==> src/hw/rtl/ultrasonic_echo_ranger_macros.svh <==
// Assertion macros for the ultrasonic echo ranger.
// Included by the top level; expects a clock named clk and reset arst_n.
`ifndef ULTRASONIC_ECHO_RANGER_MACROS_SVH
`define ULTRASONIC_ECHO_RANGER_MACROS_SVH

// Same-cycle implication, checked outside reset
`define UER_ASSERT_NOW(label, ante, cons) \
	label: assert property (@(posedge clk) disable iff (!arst_n) (ante) |-> (cons)) \
		else $error("ultrasonic_echo_ranger: same-cycle check failed");

// Next-cycle implication, checked outside reset
`define UER_ASSERT_NEXT(label, ante, cons) \
	label: assert property (@(posedge clk) disable iff (!arst_n) (ante) |=> (cons)) \
		else $error("ultrasonic_echo_ranger: next-cycle check failed");

`endif

==> src/hw/rtl/uer_pkg.sv <==
// Shared types and codes for the ultrasonic echo ranger.
// No dependencies; used by uer_calc and ultrasonic_echo_ranger.
package uer_pkg;

	// Report kinds
	localparam logic [1:0] KIND_TRIGGER = 2'd0;
	localparam logic [1:0] KIND_MEASURE = 2'd1;
	localparam logic [1:0] KIND_TIMEOUT = 2'd2;

	// Configuration register indexes
	localparam logic CFG_TIMEOUT = 1'b0;
	localparam logic CFG_SCALE   = 1'b1;

	// Field widths fixed by the interface
	localparam int NOW_W   = 32;
	localparam int FIELD_W = 24;
	localparam int TMO_W   = 20;
	localparam int SCALE_W = 16;

	localparam logic [TMO_W-1:0]   TIMEOUT_RST = 20'd30000;
	localparam logic [SCALE_W-1:0] SCALE_RST   = 16'd1124;

	// Measurement flags
	typedef struct packed {
		logic measuring;
		logic have_sample;
	} flags_t;

	// One result item
	typedef struct packed {
		logic [1:0]         kind;
		logic [FIELD_W-1:0] width;
		logic [FIELD_W-1:0] distance;
		logic               valid;
	} result_t;

endpackage

==> src/hw/rtl/uer_calc.sv <==
// Next-state and result logic for one event of the echo ranger.
// Depends on uer_pkg; instantiated by ultrasonic_echo_ranger.
module uer_calc #(
	parameter int TIME_BITS  = 32,
	parameter int WIDTH_BITS = 24
) (
	input  logic                        action,
	input  logic                        level,
	input  logic [TIME_BITS-1:0]        now,
	input  logic [TIME_BITS-1:0]        echo_start,
	input  logic [TIME_BITS-1:0]        echo_end,
	input  logic [TIME_BITS-1:0]        trig_stamp,
	input  uer_pkg::flags_t             flags,
	input  logic [uer_pkg::TMO_W-1:0]   timeout_us,
	input  logic [uer_pkg::SCALE_W-1:0] scale_q16,
	output logic [TIME_BITS-1:0]        nxt_start,
	output logic [TIME_BITS-1:0]        nxt_end,
	output logic [TIME_BITS-1:0]        nxt_trig,
	output uer_pkg::flags_t             nxt_flags,
	output logic                        has_result,
	output uer_pkg::result_t            result
);

	localparam logic [63:0] WIDTH_MAX = (WIDTH_BITS < uer_pkg::FIELD_W) ?
		((64'd1 << WIDTH_BITS) - 64'd1) : ((64'd1 << uer_pkg::FIELD_W) - 64'd1);
	localparam int PROD_W = uer_pkg::NOW_W + uer_pkg::SCALE_W;

	logic [TIME_BITS-1:0]           dw;
	logic [TIME_BITS-1:0]           de;
	logic                           w_pos;
	logic                           e_pos;
	logic [63:0]                    w_ext;
	logic [63:0]                    e_ext;
	logic                           w_high;
	logic [PROD_W-1:0]              prod;
	logic [PROD_W-9:0]              dist_full;
	logic                           dist_sat;
	logic [uer_pkg::FIELD_W-1:0]    width_out;
	logic [uer_pkg::FIELD_W-1:0]    dist_out;
	logic                           timed_out;

	// Echo width and time since trigger, as signed differences
	assign dw    = echo_end - echo_start;
	assign de    = now - trig_stamp;
	assign w_pos = (dw != '0) && !dw[TIME_BITS-1];
	assign e_pos = (de != '0) && !de[TIME_BITS-1];
	assign w_ext = 64'(dw);
	assign e_ext = 64'(de);

	// Scale the width; anything at or above 2^32 saturates unless the scale is zero
	assign w_high    = |w_ext[63:uer_pkg::NOW_W];
	assign prod      = PROD_W'(w_ext[uer_pkg::NOW_W-1:0]) * PROD_W'(scale_q16);
	assign dist_full = prod[PROD_W-1:8];
	assign dist_sat  = (w_high && (scale_q16 != '0)) || (|dist_full[PROD_W-9:uer_pkg::FIELD_W]);
	assign dist_out  = dist_sat ? '1 : dist_full[uer_pkg::FIELD_W-1:0];
	assign width_out = (w_ext > WIDTH_MAX) ? WIDTH_MAX[uer_pkg::FIELD_W-1:0]
		: w_ext[uer_pkg::FIELD_W-1:0];

	assign timed_out = e_pos && (e_ext > 64'(timeout_us));

	// Decide the event
	always_comb begin
		nxt_start  = echo_start;
		nxt_end    = echo_end;
		nxt_trig   = trig_stamp;
		nxt_flags  = flags;
		has_result = 1'b0;
		result     = '0;
		if (!action) begin
			if (level) begin
				nxt_start = now;
				nxt_flags = '{measuring: 1'b1, have_sample: 1'b0};
			end else begin
				nxt_end   = now;
				nxt_flags = '{measuring: 1'b0, have_sample: 1'b1};
			end
		end else begin
			priority if (!flags.measuring && !flags.have_sample) begin
				nxt_start   = '0;
				nxt_end     = '0;
				nxt_trig    = now;
				nxt_flags   = '{measuring: 1'b1, have_sample: 1'b0};
				has_result  = 1'b1;
				result.kind = uer_pkg::KIND_TRIGGER;
			end else if (flags.have_sample) begin
				nxt_flags   = '0;
				has_result  = 1'b1;
				result.kind = uer_pkg::KIND_MEASURE;
				if (w_pos) begin
					result.width    = width_out;
					result.distance = dist_out;
					result.valid    = 1'b1;
				end
			end else if (timed_out) begin
				nxt_flags   = '0;
				has_result  = 1'b1;
				result.kind = uer_pkg::KIND_TIMEOUT;
			end else begin
				// still waiting: hold the state, no report
				has_result = 1'b0;
			end
		end
	end

endmodule

==> src/hw/rtl/ultrasonic_echo_ranger.sv <==
// Top level of the ultrasonic echo ranger: event register, state, result register.
// Depends on uer_pkg, uer_calc and ultrasonic_echo_ranger_macros.svh.
//
// Usage:
//   Input channel (in_valid/in_ready) carries one event: action 0 is an echo
//   pin edge (echo_level gives the new level), action 1 is a poll; now_us is
//   the microsecond timestamp of the event.
//   Output channel (out_valid/out_ready) carries at most one report per event:
//   trigger command, measurement (width and distance) or timeout.
//   Config channel (cfg_valid/cfg_ready, cfg_index, cfg_data) writes timeout_us
//   (index 0) and scale_q16 (index 1); cfg_ready is always high.
//   The event register loads at the event transfer and the result register
//   loads from it when the event stage advances, which a full result
//   register can hold off. Throughput: one event per cycle while no event's
//   report finds the result register full; uer_calc is combinational.
//   When the receiver stalls, the result register holds its report; events
//   that give no report keep flowing, and an event that gives one waits in the
//   event register, which drops in_ready until the result register frees.
//   Reset clears all timestamps and flags, empties both registers and loads
//   timeout 30000 us and scale 1124 (0.01715 cm/us in Q0.16).
`include "ultrasonic_echo_ranger_macros.svh"

module ultrasonic_echo_ranger #(
	parameter int TIME_BITS  = 32,
	parameter int WIDTH_BITS = 24
) (
	input  logic                          clk,
	input  logic                          arst_n,
	input  logic                          in_valid,
	output logic                          in_ready,
	input  logic                          action,
	input  logic                          echo_level,
	input  logic [uer_pkg::NOW_W-1:0]     now_us,
	output logic                          out_valid,
	input  logic                          out_ready,
	output logic [1:0]                    report_kind,
	output logic [uer_pkg::FIELD_W-1:0]   echo_width,
	output logic [uer_pkg::FIELD_W-1:0]   distance_q8,
	output logic                          distance_valid,
	input  logic                          cfg_valid,
	output logic                          cfg_ready,
	input  logic                          cfg_index,
	input  logic [uer_pkg::TMO_W-1:0]     cfg_data
);

	logic                          valid_s1;
	logic                          action_s1;
	logic                          level_s1;
	logic [TIME_BITS-1:0]          now_s1;

	logic [TIME_BITS-1:0]          start_q;
	logic [TIME_BITS-1:0]          end_q;
	logic [TIME_BITS-1:0]          trig_q;
	uer_pkg::flags_t               flags_q;
	logic [uer_pkg::TMO_W-1:0]     timeout_q;
	logic [uer_pkg::SCALE_W-1:0]   scale_q;

	logic                          out_valid_q;
	uer_pkg::result_t              res_q;

	logic [TIME_BITS-1:0]          nxt_start;
	logic [TIME_BITS-1:0]          nxt_end;
	logic [TIME_BITS-1:0]          nxt_trig;
	uer_pkg::flags_t               nxt_flags;
	logic                          has_result;
	uer_pkg::result_t              result;
	logic                          s1_go;

	// Event stage advances unless its report finds the result register full
	assign s1_go     = valid_s1 && (!has_result || !out_valid_q || out_ready);
	assign in_ready  = !valid_s1 || s1_go;
	assign cfg_ready = 1'b1;

	// Capture the event
	always_ff @(posedge clk or negedge arst_n) begin
		if (!arst_n) begin
			valid_s1 <= 1'b0;
		end else if (in_ready) begin
			valid_s1 <= in_valid;
		end
	end

	always_ff @(posedge clk) begin
		if (in_valid && in_ready) begin
			action_s1 <= action;
			level_s1  <= echo_level;
			now_s1    <= TIME_BITS'(now_us);
		end
	end

	uer_calc #(
		.TIME_BITS  (TIME_BITS),
		.WIDTH_BITS (WIDTH_BITS)
	) u_calc (
		.action     (action_s1),
		.level      (level_s1),
		.now        (now_s1),
		.echo_start (start_q),
		.echo_end   (end_q),
		.trig_stamp (trig_q),
		.flags      (flags_q),
		.timeout_us (timeout_q),
		.scale_q16  (scale_q),
		.nxt_start  (nxt_start),
		.nxt_end    (nxt_end),
		.nxt_trig   (nxt_trig),
		.nxt_flags  (nxt_flags),
		.has_result (has_result),
		.result     (result)
	);

	// Update measurement state on each processed event
	always_ff @(posedge clk or negedge arst_n) begin
		if (!arst_n) begin
			start_q <= '0;
			end_q   <= '0;
			trig_q  <= '0;
			flags_q <= '0;
		end else if (s1_go) begin
			start_q <= nxt_start;
			end_q   <= nxt_end;
			trig_q  <= nxt_trig;
			flags_q <= nxt_flags;
		end
	end

	// Configuration writes
	always_ff @(posedge clk or negedge arst_n) begin
		if (!arst_n) begin
			timeout_q <= uer_pkg::TIMEOUT_RST;
			scale_q   <= uer_pkg::SCALE_RST;
		end else if (cfg_valid) begin
			unique case (cfg_index)
				uer_pkg::CFG_TIMEOUT: timeout_q <= cfg_data;
				uer_pkg::CFG_SCALE:   scale_q   <= cfg_data[uer_pkg::SCALE_W-1:0];
			endcase
		end
	end

	// Result register: load a new report, drop it once transferred
	always_ff @(posedge clk or negedge arst_n) begin
		if (!arst_n) begin
			out_valid_q <= 1'b0;
		end else if (s1_go && has_result) begin
			out_valid_q <= 1'b1;
		end else if (out_ready) begin
			out_valid_q <= 1'b0;
		end
	end

	always_ff @(posedge clk) begin
		if (s1_go && has_result) begin
			res_q <= result;
		end
	end

	assign out_valid      = out_valid_q;
	assign report_kind    = res_q.kind;
	assign echo_width     = res_q.width;
	assign distance_q8    = res_q.distance;
	assign distance_valid = res_q.valid;

	// Checks
	`UER_ASSERT_NOW(a_flags_excl, 1'b1, !(flags_q.measuring && flags_q.have_sample))
	`UER_ASSERT_NOW(a_non_measure_zero, out_valid_q && (res_q.kind != uer_pkg::KIND_MEASURE),
		(res_q.width == '0) && (res_q.distance == '0) && !res_q.valid)
	`UER_ASSERT_NOW(a_invalid_zero, out_valid_q && !res_q.valid,
		(res_q.width == '0) && (res_q.distance == '0))
	`UER_ASSERT_NEXT(a_report_loaded, s1_go && has_result, out_valid_q)

endmodule

==> config.mk <==
export PLATFORM = sky130hd
export DESIGN_NAME = ultrasonic_echo_ranger
export DESIGN_NICKNAME = d
export VERILOG_FILES = /design/src/hw/rtl/uer_pkg.sv /design/src/hw/rtl/uer_calc.sv /design/src/hw/rtl/ultrasonic_echo_ranger.sv
export VERILOG_INCLUDE_DIRS = /design/src /design/src/hw/rtl
export SDC_FILE = /design/constraint.sdc
export NUM_CORES = 2
export LEC_CHECK = 0
export BUFFER_PORTS_ARGS = -buffer_cell sky130_fd_sc_hd__buf_4
export CORE_ASPECT_RATIO = 0.5
export CORE_MARGIN = 3
export CORE_UTILIZATION = 35
export CTS_BUF_LIST = sky130_fd_sc_hd__clkbuf_2 sky130_fd_sc_hd__clkbuf_4 sky130_fd_sc_hd__clkbuf_8
export DETAILED_ROUTE_END_ITERATION = 10
export PLACE_DENSITY = 0.63
export SLEW_MARGIN = 15
export SYNTH_ARGS = -nofsm -noshare
export SYNTH_HDL_FRONTEND = slang
export SYNTH_HIERARCHICAL = 1
export SYNTH_SLANG_ARGS = --single-unit
==> constraint.sdc <==
create_clock -name clk -period 8.4 [get_ports clk]
set_input_delay 1.26 -clock clk [delete_from_list [all_inputs] [get_ports clk]]
set_output_delay 1.26 -clock clk [all_outputs]
set_load 0.05 [all_outputs]
# Word level (Yosys, flattened, before mapping)
# Index checks and enable logic that the tools add are counted.
# totals
reg_bits,221
input_bits,60
output_inout_bits,54
wordCells,82
# op_classes
n_addsub,2
n_mul,1
n_lt_le_gt_ge,2
eq_ne,3
mux,21
n_bitwise,4
reduce_logical,32
# op_table
op,count
$mux 32,5
$reduce_bool 32->1,2
$sub 32x32->32,2
$mul 32x16->48,1
$mux 24,2
$gt 32x20->1,1
$gt 32x24->1 const B,1
$reduce_or 16->1,1
$mux 2,6
$reduce_and 3->1,3
$mux 1,8
$logic_and 1x1->1,7
$logic_not 1->1,7
$reduce_and 2->1,3
$reduce_or 3->1,2
$ne 4x1->1 const B,1
$not 1->1,4
$reduce_bool 2->1,2
$reduce_or 4->1,1
$logic_or 1x1->1,3
$ne 2x1->1 const B,1
$ne 2x2->1 const B,1
$reduce_or 2->1,1

# Longest topological paths before layout
# depth
word_depth,14
depth_mapped,37
ltp_nobuf,34

# Hierarchy
# Netlist, hierarchy kept.
# by_module_without_submodules
module,n_inst,cells_each,area_per_inst_um2,seq_area_each_um2
uer_calc,1,2958,22625.4,0.0
ultrasonic_echo_ranger,1,731,9464.1,5969.5

# Worst setup path before layout
# OpenSTA, ideal clock, no wires.
# synth_path
path_type,register -> register
start,register end_q[0]
end,"register res_q (netlist bit distance_q8[14]), data pin"
setup_time_ns,0.264
arrival_ns,8.874
required_ns,8.136
slack_ns,-0.738
path_stages_with_launch,35
path_buffers,3
synth_period_minus_slack_ns,9.138
cell_sequence,dfrtp_1 -> inv_1 -> ha_1 -> inv_1 -> fa_1 -> a211oi_2 -> nor2_1 -> a2111o_1 -> a31oi_1 -> o21ai_0 -> xor2_1 -> clkbuf_1 -> nand2_1 -> fa_1 -> inv_1 -> fa_1 -> fa_1 -> fa_1 -> fa_1 -> inv_1 -> fa_1 -> inv_1 -> ha_1 -> clkbuf_1 -> a211oi_1 -> nor2_1 -> a2111oi_0 -> o21bai_1 -> o21ai_1 -> nor2b_1 -> xnor2_1 -> a211o_1 -> a2111o_1 -> clkbuf_1 -> o41a_1
# synth_via
elab_chain_cells,5
elab_cells_between_ends,9
cone_classes,add/sub: 1; mul: 1; mux: 1; bitwise: 1; reduce/logical: 5
# synth_rtl
item,line,text
from (decl),ultrasonic_echo_ranger.sv:52,logic [TIME_BITS-1:0] end_q;
from (signal assigned),ultrasonic_echo_ranger.sv:121,end_q <= nxt_end;
$sub 32x32->32 (*),uer_calc.sv:43,assign dw = echo_end - echo_start;
branches (longest 4 deep; another with $mul 32x16->48),-,
to (signal assigned),ultrasonic_echo_ranger.sv:153,res_q <= result;
to (decl),ultrasonic_echo_ranger.sv:59,uer_pkg::result_t res_q;
# Every way passes the cells marked *.
# A chain may end at the register's enable or synchronous reset.

# Worst setup path after layout
# layout_path
start,register end_q[0]
end,"register res_q (netlist bit distance_q8[15]), data pin"
# Same word-level chain as after synthesis.

==> flow_metrics.env <==
export IMPL_clock_sinks=221
export IMPL_syn_inst=3689
export IMPL_hold_viol=0
export IMPL_synth_fp_nets=4367
export IMPL_cp_start_kind="flop"
export IMPL_post_place_cells=5216
export IMPL_critical_path_top_delay_family="adder cells"
export IMPL_yosysWarningCount=6
export IMPL_dp_hpwl_um=74600
export IMPL_clockBufferDepth=3
export IMPL_pin_count=114
export IMPL_synth_cell_types=90
export IMPL_wire_per_inst_um=18.3
export IMPL_finalSetupViolCount=24
export IMPL_gp_congestion=0.938
export IMPL_synth_area_sq_mm=0.0321
export IMPL_regArea_sq_mm=0.00598
export IMPL_drt_wl_total_um=97600
export IMPL_drt_iter0_drc=2315
export IMPL_netlist_top_cells_count="nand2_1, inv_1, fa_1, and2_1, ha_1"
export IMPL_cts_tree="done"
export IMPL_post_place_ws_ns=-1.02
export IMPL_drc_errors=0
export IMPL_period_share_pct=108
export IMPL_final_nets=4793
export IMPL_worst_setup_path_end_kind="flop"
export IMPL_area_growth_syn_to_layout_pct=21.9
export IMPL_crit_fanout=8
export IMPL_clkLatencyLatePin_ns=0.67
export IMPL_ys_ff_latch=221
export IMPL_dieArea_sq_mm=0.0956
export IMPL_report_final_slew_viol_count=0
export IMPL_synth_top_area_cell="fa_1"
export IMPL_grt_pass1_vias=29100
export IMPL_rsz0062_at_grt="true"
export IMPL_critPathRequiredTime_ns=8.79
export IMPL_setup_tns_ns=-15.01
export IMPL_vias_per_cell=5.21
export IMPL_critical_path_buf_inv_count=23
export IMPL_drive_gt1_share_pct=21.4
export IMPL_final_cells=5335
export IMPL_grt_max_degree=135
export IMPL_drt_pre_antenna_iters=6
export IMPL_slew_headroom_pct=20.1
export IMPL_core_sq_mm=0.0896
export IMPL_synth_flop_cell="dfrtp_1"
export IMPL_synthArstFlopShare_pct=61.5
export IMPL_dieWidth_um=434
export IMPL_drt_antenna_violating_nets=0
export IMPL_avgSynthCellArea_sq_um=8.70
export IMPL_grt_pass1_wl_um=157000
export IMPL_htree_num_levels=2
export IMPL_fin_ws_ns=-0.696
export IMPL_synth_edff_count=85
export IMPL_fp_dieH_um=220
export IMPL_netlist_area_leader_share_pct=26.1
export IMPL_cts_hold_buf=0
export IMPL_period_minus_slack_ns=9.10
export IMPL_fmax_mhz=110
export IMPL_synth_area_top_cells="fa_1, dfrtp_1, edfxtp_1"
export IMPL_violations="negative setup slack"
export IMPL_antenna_found_initial=3
export IMPL_cts_clk_slew_worst_paths_ns=0.06
export IMPL_tritoncts_num_buffers=41
export IMPL_crit_path_max_incr_delay_ns=0.58
export IMPL_slowest_stage="fa_2"
export IMPL_fillers=8681
export IMPL_initial_core_util_pct=35.8
export IMPL_rows=77
export IMPL_cp_data_arrival_time_ns=9.48
export IMPL_yosysMostFrequentCell="nand2_1"
export IMPL_status="finished, violations left"
export IMPL_whs_ns=0.509
export IMPL_yosysSeqAreaShare_pct=18.6
export IMPL_grt_usage_pct=20.5
export IMPL_fin_skew_ns=0.0486
export IMPL_dr_total_vias=27800
export IMPL_root_buffer="clkbuf_8"
export IMPL_drv_cap=0
export IMPL_crit_type="reg -> reg"
export IMPL_crit_path_frequent_cell="buf_4"
export IMPL_worstMarginPinSlew_ns=1.19
export IMPL_grt_overflow=0
export IMPL_hold_class="reg -> reg"
export IMPL_multi_input_area_sq_mm=0.0238
export IMPL_portBuffers=112
==> final timing paths <==
check | startpoint | to | slack, ns | cells after the start
setup / recovery | end_q[0] | distance_q8[15] | -0.70 | 43
hold / removal | timeout_q[16] | timeout_q[16] | 0.51 | 1
setup reg to reg | end_q[0] | distance_q8[15] | -0.70 | 43
hold reg to reg | timeout_q[16] | timeout_q[16] | 0.51 | 1
max in group asynchronous | arst_n | valid_s1 | 6.36 | 2
min in group asynchronous | arst_n | scale_q[0] | 0.65 | 1
==> flip-flops by register name, summed over array words and instances (netlist names) <==
signal and flops:
report_kind 2, now_s1 32, flags_q 2, trig_q 32, distance_q8 24, level_s1 1, action_s1 1, distance_valid 1
out_valid 1, valid_s1 1, start_q 32, end_q 32, scale_q 16, echo_width 24, timeout_q 20
==> through the flow <==
stage,area [sq um],util (%)
2_1_floorplan,32500,-
3_3_place_gp,37300,41.6
3_5_place_dp,37300,41.6
4_1_cts,38900,43.4
5_1_grt,39100,43.7
6_report,39100,43.7
==> area by class of cell <==
| type | instances | area share [%] |
|---|---|---|
| Clock inverter | 24 | 0.800 |
| Antenna cell | 2 | 0.0128 |
| Timing Repair Buffer | 608 | 12.2 |
| Multi-Input combinational cell | 2691 | 60.9 |
| Tap cell | 1185 | 3.79 |
| Inverter | 552 | 5.30 |
| Clock buffer | 52 | 1.70 |
| Sequential cell | 221 | 15.3 |
==> cell families after synthesis <==
logic type / share of synthesized area, %
AND/OR/NAND/NOR: 21.4
buffers and inverters: 9.46
adder cells (fa/ha/maj): 33.9
AO/OA/AOI/OAI: 12.7
flip-flops: 18.6
XOR/XNOR: 2.32
multiplexers: 1.60
other: 0.0117
==> layer usage <==
layer / vias to the layer above / global-route usage, % / wire length, um
li1: 12900 / - / -
met1: 13800 / 27.4 / 43100
met2: 908 / 33.6 / 44800
met5: - / 0 / 13
met3: 174 / 4.21 / 7060
met4: 2 / 5.94 / 2660
==> cells in the final DEF, fill, tap and decap left out, types with 100 or more instances in the layout <==
| cell type | instances |
|---|---|
| a21oi_1 | 100 |
| and2_1 | 220 |
| buf_4 | 586 |
| dfrtp_1 | 123 |
| fa_1 | 406 |
| ha_1 | 185 |
| inv_1 | 548 |
| nand2_1 | 603 |
| nand2b_1 | 115 |
| nand4b_1 | 103 |
| nor2_1 | 137 |
| o21ai_0 | 123 |
==> timing repair <==
action	in CTS	in global routing
endpoints found under the hold margin	0	0
setup buffers	31	9
setup endpoints to repair	24	24
gates cloned	1	0
pin swaps	27	26
gates resized for setup	64	22
Power is left out: the tool's default activity adds up to more than one toggle a clock period on the data nets, which glitch-free logic cannot reach.
